### config.mk
export PLATFORM = sky130hd
export DESIGN_NAME = sync_length_frame_receiver_top
export DESIGN_NICKNAME = d
export VERILOG_FILES = /design/src/rtl/slfr_pkg.sv /design/src/rtl/sync_length_frame_receiver_top.sv /design/src/rtl/slfr_in_stage.sv /design/src/rtl/slfr_deframer.sv /design/src/rtl/slfr_out_stage.sv
export SDC_FILE = /design/constraint.sdc
export NUM_CORES = 1
export LEC_CHECK = 0
export ABC_AREA = 1
export ABC_CLOCK_PERIOD_IN_PS = 2800
export CORE_MARGIN = 1
export CORE_UTILIZATION = 50
export CTS_CLUSTER_DIAMETER = 120
export DETAILED_ROUTE_END_ITERATION = 6
export DONT_BUFFER_PORTS = 1
export SYNTH_ARGS = -nofsm -noshare
export SYNTH_HDL_FRONTEND = slang
export SYNTH_SLANG_ARGS = --single-unit
### constraint.sdc
create_clock -name i_clk -period 2.8 [get_ports i_clk]
set_input_delay 0.42 -clock i_clk [delete_from_list [all_inputs] [get_ports i_clk]]
set_output_delay 0.42 -clock i_clk [all_outputs]
set_load 0.02 [all_outputs]
### src/rtl/slfr_pkg.sv
// Shared types and constants for the sync/length frame receiver.
`timescale 1ns / 1ps

package slfr_pkg;

    localparam int SLOT_COUNT_DEF = 3;
    localparam int SLOT_BYTES_DEF = 64;
    localparam logic [7:0] SYNC_RESET = 8'h7E;

    typedef enum logic [2:0] {
        EV_NONE = 3'd0,
        EV_LEN  = 3'd1,
        EV_PAY  = 3'd2,
        EV_GOOD = 3'd3,
        EV_BAD  = 3'd4,
        EV_DROP = 3'd5
    } t_event;

    typedef struct packed {
        t_event      event_res;
        logic [7:0]  data_out;
        logic [1:0]  slot;
        logic [5:0]  offset;
    } t_result;

endpackage

### src/rtl/sync_length_frame_receiver_top.sv
// Top level of the sync/length frame receiver with Fletcher-style checking.
`timescale 1ns / 1ps

// Usage:
// Received serial bytes enter one word at a time on the input channel
// (i_in_valid / o_in_ready / i_rx_byte). Every input word produces exactly
// one result word on the output channel (o_out_valid / i_out_ready and the
// o_event_res, o_data_out, o_slot, o_offset fields): a write of the length
// or a payload byte into slot/offset of an external ring buffer, a frame
// verdict, an oversize drop, or an empty event.
// An accepted word is held in the input register while the deframer logic
// computes its result, which loads the result register when it is free.
// Throughput is one word per cycle while no stall holds the flow; the input
// register and the result register each take a new word in the same cycle
// that they hand one on, so nothing bubbles when both sides keep up.
// When the receiver stalls, the result register holds its word, the input
// register fills, and o_in_ready drops; no word is lost and the frame state
// only advances as words move into the result register.
// Reset (i_rst_n low at a clock edge) empties both registers, returns the
// deframer to sync hunting with the ring at the last slot so the first frame
// lands in slot 0, and restores the sync byte to 0x7E. The user changes the
// sync byte via i_cfg_we / i_cfg_data only while the block is idle (unenforced).

module sync_length_frame_receiver_top #(
    parameter int SLOT_COUNT = slfr_pkg::SLOT_COUNT_DEF,
    parameter int SLOT_BYTES = slfr_pkg::SLOT_BYTES_DEF
) (
    input  logic       i_clk,
    input  logic       i_rst_n,
    input  logic       i_cfg_we,
    input  logic [7:0] i_cfg_data,
    input  logic       i_in_valid,
    output logic       o_in_ready,
    input  logic [7:0] i_rx_byte,
    output logic       o_out_valid,
    input  logic       i_out_ready,
    output logic [2:0] o_event_res,
    output logic [7:0] o_data_out,
    output logic [1:0] o_slot,
    output logic [5:0] o_offset
);
    import slfr_pkg::*;

    logic       held_valid;
    logic [7:0] held_byte;
    logic       out_free;
    logic       advance;
    t_result    step_result;
    t_result    out_result;

    // A held word moves on whenever the result register can take it.
    assign advance = held_valid && out_free;

    slfr_in_stage u_in (
        .i_clk     (i_clk),
        .i_rst_n   (i_rst_n),
        .i_valid   (i_in_valid),
        .o_ready   (o_in_ready),
        .i_byte    (i_rx_byte),
        .i_advance (advance),
        .o_valid   (held_valid),
        .o_byte    (held_byte)
    );

    slfr_deframer #(
        .SLOT_COUNT (SLOT_COUNT),
        .SLOT_BYTES (SLOT_BYTES)
    ) u_deframer (
        .i_clk      (i_clk),
        .i_rst_n    (i_rst_n),
        .i_cfg_we   (i_cfg_we),
        .i_cfg_data (i_cfg_data),
        .i_advance  (advance),
        .i_byte     (held_byte),
        .o_result   (step_result)
    );

    slfr_out_stage u_out (
        .i_clk    (i_clk),
        .i_rst_n  (i_rst_n),
        .i_load   (held_valid),
        .i_result (step_result),
        .o_ready  (out_free),
        .o_valid  (o_out_valid),
        .i_ready  (i_out_ready),
        .o_result (out_result)
    );

    assign o_event_res = out_result.event_res;
    assign o_data_out  = out_result.data_out;
    assign o_slot      = out_result.slot;
    assign o_offset    = out_result.offset;

endmodule

### src/rtl/slfr_in_stage.sv
// Input register stage that holds one received word for the deframer.
`timescale 1ns / 1ps

module slfr_in_stage (
    input  logic       i_clk,
    input  logic       i_rst_n,
    input  logic       i_valid,
    output logic       o_ready,
    input  logic [7:0] i_byte,
    input  logic       i_advance,
    output logic       o_valid,
    output logic [7:0] o_byte
);
    logic       r_valid;
    logic [7:0] r_byte;

    assign o_ready = !r_valid || i_advance;
    assign o_valid = r_valid;
    assign o_byte  = r_byte;

    always_ff @(posedge i_clk) begin
        if (!i_rst_n) begin
            r_valid <= 1'b0;
        end else if (o_ready) begin
            r_valid <= i_valid;
        end
    end

    always_ff @(posedge i_clk) begin
        if (o_ready && i_valid) begin
            r_byte <= i_byte;
        end
    end

endmodule

### src/rtl/slfr_deframer.sv
// Frame state machine, checksums, slot ring and per-word result logic.
`timescale 1ns / 1ps

module slfr_deframer #(
    parameter int SLOT_COUNT = slfr_pkg::SLOT_COUNT_DEF,
    parameter int SLOT_BYTES = slfr_pkg::SLOT_BYTES_DEF
) (
    input  logic              i_clk,
    input  logic              i_rst_n,
    input  logic              i_cfg_we,
    input  logic [7:0]        i_cfg_data,
    input  logic              i_advance,
    input  logic [7:0]        i_byte,
    output slfr_pkg::t_result o_result
);
    import slfr_pkg::*;

    localparam int SLOT_W = (SLOT_COUNT > 1) ? $clog2(SLOT_COUNT) : 1;
    localparam int OFF_W  = $clog2(SLOT_BYTES);

    typedef enum logic [5:0] {
        PH_HUNT  = 6'b000001,
        PH_LEN   = 6'b000010,
        PH_PAY   = 6'b000100,
        PH_CK1   = 6'b001000,
        PH_CK2   = 6'b010000,
        PH_FLUSH = 6'b100000
    } t_phase;

    t_phase            r_phase, n_phase;
    logic [SLOT_W-1:0] r_slot, n_slot;
    logic [OFF_W-1:0]  r_offset, n_offset;
    logic [7:0]        r_len, n_len;
    logic [7:0]        r_sum_lo, n_sum_lo;
    logic [7:0]        r_sum_hi, n_sum_hi;
    logic [7:0]        r_sync;

    logic [31:0]       slot_ext;
    logic [31:0]       off_ext;
    t_result           res;

    assign slot_ext = 32'(n_slot);
    assign off_ext  = 32'(r_offset);

    always_comb begin
        n_phase  = r_phase;
        n_slot   = r_slot;
        n_offset = r_offset;
        n_len    = r_len;
        n_sum_lo = r_sum_lo;
        n_sum_hi = r_sum_hi;
        res      = '0;

        unique case (r_phase)
            PH_LEN: begin
                n_len = i_byte;
                res.data_out = i_byte;
                if (9'(i_byte) >= 9'(SLOT_BYTES)) begin
                    n_phase = PH_FLUSH;
                    res.event_res = EV_DROP;
                end else begin
                    if (r_slot == SLOT_W'(SLOT_COUNT - 1)) begin
                        n_slot = '0;
                    end else begin
                        n_slot = r_slot + SLOT_W'(1);
                    end
                    n_sum_lo = '0;
                    n_sum_hi = '0;
                    n_offset = OFF_W'(1);
                    n_phase  = (i_byte == 8'd0) ? PH_CK1 : PH_PAY;
                    res.event_res = EV_LEN;
                end
            end
            PH_PAY: begin
                n_sum_lo = r_sum_lo + i_byte;
                n_sum_hi = r_sum_hi + n_sum_lo;
                n_offset = r_offset + OFF_W'(1);
                if (9'(r_offset) >= 9'(r_len)) begin
                    n_phase = PH_CK1;
                end
                res.event_res = EV_PAY;
                res.data_out  = i_byte;
                res.offset    = off_ext[5:0];
            end
            PH_CK1: begin
                if (i_byte != r_sum_hi) begin
                    res.event_res = EV_BAD;
                    res.data_out  = r_len;
                    n_len   = 8'd1;
                    n_phase = PH_FLUSH;
                end else begin
                    n_phase = PH_CK2;
                end
            end
            PH_CK2: begin
                res.event_res = (i_byte == r_sum_lo) ? EV_GOOD : EV_BAD;
                res.data_out  = r_len;
                n_phase = PH_HUNT;
            end
            PH_FLUSH: begin
                if (r_len <= 8'd1) begin
                    n_len   = 8'd0;
                    n_phase = PH_HUNT;
                end else begin
                    n_len = r_len - 8'd1;
                end
            end
            default: begin
                n_phase = (i_byte == r_sync) ? PH_LEN : PH_HUNT;
            end
        endcase

        // The slot reported is the one in use after this word is taken.
        res.slot = slot_ext[1:0];
    end

    assign o_result = res;

    always_ff @(posedge i_clk) begin
        if (!i_rst_n) begin
            r_sync <= SYNC_RESET;
        end else if (i_cfg_we) begin
            r_sync <= i_cfg_data;
        end
    end

    always_ff @(posedge i_clk) begin
        if (!i_rst_n) begin
            r_phase  <= PH_HUNT;
            r_slot   <= SLOT_W'(SLOT_COUNT - 1);
            r_offset <= '0;
            r_len    <= '0;
            r_sum_lo <= '0;
            r_sum_hi <= '0;
        end else if (i_advance) begin
            r_phase  <= n_phase;
            r_slot   <= n_slot;
            r_offset <= n_offset;
            r_len    <= n_len;
            r_sum_lo <= n_sum_lo;
            r_sum_hi <= n_sum_hi;
        end
    end

    a_slot_in_ring: assert property (@(posedge i_clk) disable iff (!i_rst_n)
        32'(r_slot) < SLOT_COUNT)
        else $error("slot index outside the ring");

    a_pay_offset: assert property (@(posedge i_clk) disable iff (!i_rst_n)
        (r_phase == PH_PAY) |-> (r_offset != '0) && (9'(r_offset) <= 9'(r_len)))
        else $error("payload offset outside the frame");

    a_pay_len_fits: assert property (@(posedge i_clk) disable iff (!i_rst_n)
        (r_phase == PH_PAY) |-> (9'(r_len) < 9'(SLOT_BYTES)))
        else $error("payload phase with oversize length");

    a_ck1_pass: assert property (@(posedge i_clk) disable iff (!i_rst_n)
        (i_advance && r_phase == PH_CK1 && i_byte == r_sum_hi) |=> (r_phase == PH_CK2))
        else $error("matching first check word did not reach second check");

endmodule

### src/rtl/slfr_out_stage.sv
// Result register stage that holds one result word until it is taken.
`timescale 1ns / 1ps

module slfr_out_stage (
    input  logic              i_clk,
    input  logic              i_rst_n,
    input  logic              i_load,
    input  slfr_pkg::t_result i_result,
    output logic              o_ready,
    output logic              o_valid,
    input  logic              i_ready,
    output slfr_pkg::t_result o_result
);
    import slfr_pkg::*;

    logic    r_valid;
    t_result r_result;

    assign o_ready  = !r_valid || i_ready;
    assign o_valid  = r_valid;
    assign o_result = r_result;

    always_ff @(posedge i_clk) begin
        if (!i_rst_n) begin
            r_valid <= 1'b0;
        end else if (o_ready) begin
            r_valid <= i_load;
        end
    end

    always_ff @(posedge i_clk) begin
        if (o_ready && i_load) begin
            r_result <= i_result;
        end
    end

endmodule

### After elaboration in Yosys (flattened, before gate mapping)

Cells that the tools add are included.

* register bits: 75
* latch bits: 0
* RAM bits: 0
* memory bits (read-only): 0
* input bits: 21
* output and inout bits: 21
* logic and storage cells: 69
* memories kept: 0

* add/sub/neg operators: 5
* $mul: 0
* divide/modulo/power cells: 0
* magnitude comparators: 3
* equality and inequality tests: 13
* shift operators: 0
* muxes and demuxes: 22
* bitwise logic cells: 0
* reductions and logical operators: 12

Operator list (count)
* $pmux 11 s4: 1
* $pmux 8 s2: 2
* $mux 6: 5
* $pmux 6 s5: 1
* $mux 8: 3
* $pmux 8 s3: 1
* $add 8x8->8: 2
* $eq 8x8->1: 2
* $pmux 6 s2: 1
* $mux 11: 1
* $reduce_and 3->1: 3
* $ge 6x8->1: 1
* $ge 8x7->1 const B: 1
* $le 8x1->1 const B: 1
* $logic_not 8->1: 1
* $mux 2: 4
* $ne 8x8->1: 1
* $sub 8x1->8 const B: 1
* $add 6x1->6 const B: 1
* $eq 6x2->1 const B: 1
* $eq 6x3->1 const B: 1
* $eq 6x4->1 const B: 1
* $eq 6x5->1 const B: 1
* $eq 6x6->1 const B: 1
* 11 further kinds: 17

### Logic depth before layout (Yosys ltp)

* word-level depth: 5
* mapped depth: 18
* depth with buffers taken out: 18

### Modules after synthesis

From an unflattened synthesis, not the netlist that was laid out.

* cell total of the unflattened synthesis: 541
* area, all modules: 4225.3 um^2

By module, submodules not included
* slfr_deframer: times used 1, cells each 498, area each 3304.4 um^2, seq. area each 920.9 um^2
* slfr_out_stage: times used 1, cells each 26, area each 621.8 um^2, seq. area each 590.6 um^2
* slfr_in_stage: times used 1, cells each 15, area each 291.5 um^2, seq. area each 260.2 um^2
* sync_length_frame_receiver_top: times used 1, cells each 2, area each 7.5 um^2, seq. area each 0.0 um^2

### Worst setup path after synthesis

OpenSTA, ideal clock, no wires.

* kind: reg-to-reg
* start point: register u_in.r_byte[0], in the netlist u_in.o_byte[0]
* end point: register u_deframer.r_sum_hi[5]
* setup time: 0.132 ns
* arrival: 2.395 ns
* required time: 2.668 ns
* slack: 0.273 ns
* stages on the path, launching flop included: 14
* path buffers: 0
* period minus slack after synthesis: 2.527 ns
* cells stage by stage: edfxtp_1 > ha_1 > fa_1 > nand3_1 > nand2_1 > xnor2_1 > inv_1 > ha_1 > inv_1 > o21ai_0 > o21bai_1 > or2_2 > nand3_1 > a21oi_1

* cells in the longest elaborated chain, start to end: 3
* elaborated cells on any way between the ends: 6
* classes of those cells: add/sub (2); order compare (1); eq/ne (1); mux (1); reduce/logical (1)

Ends and longest elaborated chain
* start, declared: RTL line slfr_in_stage.sv:15 `logic [7:0] r_byte;`
* start signal, assigned: RTL line slfr_in_stage.sv:31 `r_byte <= i_byte;`
* $add 8x8->8 / $ge 8x7->1 (equally long branches): RTL line slfr_deframer.sv:75, slfr_deframer.sv:58
* $add 8x8->8 / $ne 2x2->1 (equally long branches)
* $pmux 8 s2 / $reduce_and 3->1 (equally long branches)
* end signal, assigned: RTL line slfr_deframer.sv:141 `r_sum_hi <= n_sum_hi;`
* end, declared: RTL line slfr_deframer.sv:35 `logic [7:0] r_sum_hi, n_sum_hi;`

Several ways; a longest one is shown, not always the timed one.
A chain may end at the register's enable or synchronous reset.

### Worst setup path in the final report

* start point: register u_in.r_byte[2], in the netlist u_in.o_byte[2]
* end point: register u_deframer.r_sum_hi[7]

The elaborated chain is that of the path after synthesis.

==> flow_summary.ini <==
[synth]
synth-seq-cells = 75
synth_top_area_share_pct = 23.0
syn_inst = 542
ys_types = 35
syn_avg_cell_area_um2 = 7.72
post_synth_main_area_contributors = dfxtp_1, edfxtp_1, nand2_1, ha_1, inv_1
syn_area_um2 = 4190
synth-edff-count = 27
ys_warn_count = 0
async_flop_share_pct = 0
syn-num-nets = 588
synth_top_flop_cell = dfxtp_1
yosysTopAreaCell = dfxtp_1
ys_seq_area_share_pct = 42.3

[status]
status = complete, no violations

[timing]
slew_viol_final = 0
finalCriticalPeriod_ns = 2.58
finalHoldViolCount = 0
fin_tns_setup_ns = 0
setup_viol = 0
slew_headroom_pct = 49.7
clock_skew_ns = 0.0111
rsz0062_at_grt = true
fmax_ghz = 0.388
fin_crit_sh_pct = 92.0
worstMarginPinSlew_ns = 0.753

[setup_path]
end_kind = register
r2r_start = u_in.o_byte[2]$_DFFE_PP_
cp_data_arrival_time_ns = 2.78
worstPathCellList = ha_1, or2_1, and2_1, a31oi_1, xor2_1, ha_1, nand2_1, nor2_1, nand2_1, nand3_1, inv_1, nand3_1, nand3_1, a21oi_1
crit_start = u_in.o_byte[2]$_DFFE_PP_
cpPeakStageDelay_ns = 0.40
cp-start-kind = register
critPathRequiredTime_ns = 3.00
slowest_stage = edfxtp_1
critical_path.max_fanout = 5
r2r_cells = 14
cpMostUsedCell = nand3_1
critPathKind = register to register

[place]
dpl.hpwl_um = 6900
gp_congestion = 0.866
place_inst = 643
io_buffer_count = 0

[routing]
via_per_inst = 5.20
wl_per_cell_um = 14.5
routed_wl_um = 9530
ant_nets = 0
drc_errors = 0
dr_total_vias = 3427
drt_iter0_markers = 157
dr.pass1.iters = 4

[finish]
num_antenna_cells = 0
drive_above_1_share_pct = 8.12
fin_cells = 659
fin_util_pct = 55.8
fill_cells = 773
areaGrowthSynthToFinish_pct = 8.97
fin_nets = 595

[floorplanning]
row_count = 33
die_y_um = 93.5
fp.dieW_um = 93.5
start_util_pct = 51.2
fp.coreArea_um2 = 8180
dieArea_um2 = 8740
num_io_pins = 42

[global_route]
grt_pass1_wl_um = 15600
antenna_found_initial = 0
grt_use_total_pct = 23.6
first_global_vias = 3200
grt_max_degree = 26
grt_overflow_total = 0

[clock_network]
clk_pin_slew_worst_paths_ns = 0.08
cts_made_buffers = 9
clock-sinks = 75
cts_tree = yes
cts_root_buf = clkbuf_8
cts_max_level = 3
clockBufferDepth = 2
insertion_delay_ns = 0.35

[power_and_ir_drop]
p_leak_nw = 2.05
cellPowerDensity_nw_per_um2 = 511
vdd_drop_max_v = 0.000241
total_power_w = 0.00233

[run]
drv_cap = 0

[min_path]
min_from = i_rx_byte[3]
min_path_cells = 0
hp-class = input port to register
## repair_timing
action,in CTS,in global routing
endpoints found under the setup margin,0,3
resized for setup,0,9
buffers inserted,0,0
hold buffers,0,0
## per-layer routing
| metal | global-route usage [%] | part of all wire, % | vias to the layer above |
|---|---|---|---|
| li1 | - | - | 1788 |
| met3 | 3.90 | 3.4 | 18 |
| met1 | 28.9 | 46 | 1558 |
| met5 | 0 | 0 | - |
| met4 | 9.10 | 1.9 | 0 |
| met2 | 41.4 | 49 | 63 |
## per-stage QoR
step	setup WS, ns	hold WS (ns)	cell area [µm²]
floorplan	0.273	0.442	4190
CTS	0.148	0.150	4510
finish	0.223	0.165	4560
global placement	0.219	0.457	4300
detailed placement	0.156	0.458	4300
global route	-0.0103	0.150	4560
## cell families after synthesis
kind of cell	after synthesis	share of synthesized area (%)
buf+inv	81	7.98
flops	75	42.3
fa+ha+maj	25	7.83
xor+xnor	25	5.23
compound gates	74	9.47
simple gates	262	27.2
## where the power goes
group          total, W  switching [W]  internal (W)
Sequential      0.00121      0.0000418       0.00117
Clock          0.000935       0.000411      0.000524
Combinational  0.000188       0.000118     0.0000702
## critical path: cells and delay by family, from the launching register on
| family | cells | cell delay [ns] |
|---|---|---|
| simple gates | 8 | 0.85 |
| xor+xnor | 1 | 0.21 |
| buf+inv | 1 | 0.06 |
| flops | 1 | 0.40 |
| compound gates | 2 | 0.24 |
| fa+ha+maj | 2 | 0.67 |
## worst paths after layout
path | to | slack [ns]
setup reg to reg | u_deframer.r_sum_hi[7]$_SDFFE_PN0P_ | 0.22
setup / recovery | u_deframer.r_sum_hi[7]$_SDFFE_PN0P_ | 0.22
hold reg to reg | u_deframer.r_sum_lo[2]$_SDFFE_PN0P_ | 0.47
hold / removal | u_in.o_byte[3]$_DFFE_PP_ | 0.17
## state kept, by name, summed over array words and instances, names as in the netlist
register,flops
u_in.o_byte,8
u_deframer.r_sync,8
u_deframer.r_phase,6
u_deframer.r_sum_lo,8
u_out.o_valid,1
u_deframer.r_slot,2
u_in.o_valid,1
u_deframer.r_sum_hi,8
u_out.o_result,19
u_deframer.r_len,8
u_deframer.r_offset,6
## synth_stat cells, types with 5 or more instances
library cell / count
nand2_1: 132
inv_1: 69
xor2_1: 8
edfxtp_1: 27
o21ai_0: 21
a21oi_1: 40
o22ai_1: 6
xnor2_1: 17
clkbuf_1: 5
ha_1: 23
nand3_1: 41
nand4_1: 7
nor2_1: 57
nor3_1: 5
dfxtp_1: 48
## cells in the final DEF, fill, tap and decap left out, types with 2 or more instances in the layout
cell       count
nand2_1      132
inv_1         69
nor2_1        57
dfxtp_1       48
nand3_1       41
a21oi_1       38
edfxtp_1      27
o21ai_0       20
ha_1          19
xnor2_1       17
clkbuf_8      10
xor2_1         7
nand4_1        7
o22ai_1        6
buf_4          6
nor3_1         5
nor2_2         3
a31oi_1        3
nand2_2        3
or2_2          3
inv_2          2
nand3_2        2
nor4_1         2
a21oi_2        2
o21bai_1       2
ha_2           2
ha_4           2
bufinv_16      2
## layout make-up
| type | count | area, µm² | area share (%) |
|---|---|---|---|
| multi-input cells | 386 | 2130 | 46.7 |
| flip-flops and latches | 75 | 1770 | 38.8 |
| inverters | 71 | 267 | 5.84 |
| clock buffers | 11 | 141 | 3.10 |
| well taps | 105 | 131 | 2.88 |
| clock inverters | 5 | 77.6 | 1.70 |
| repair buffers | 6 | 45.0 | 0.987 |
(Power assumes the default switching activity.)
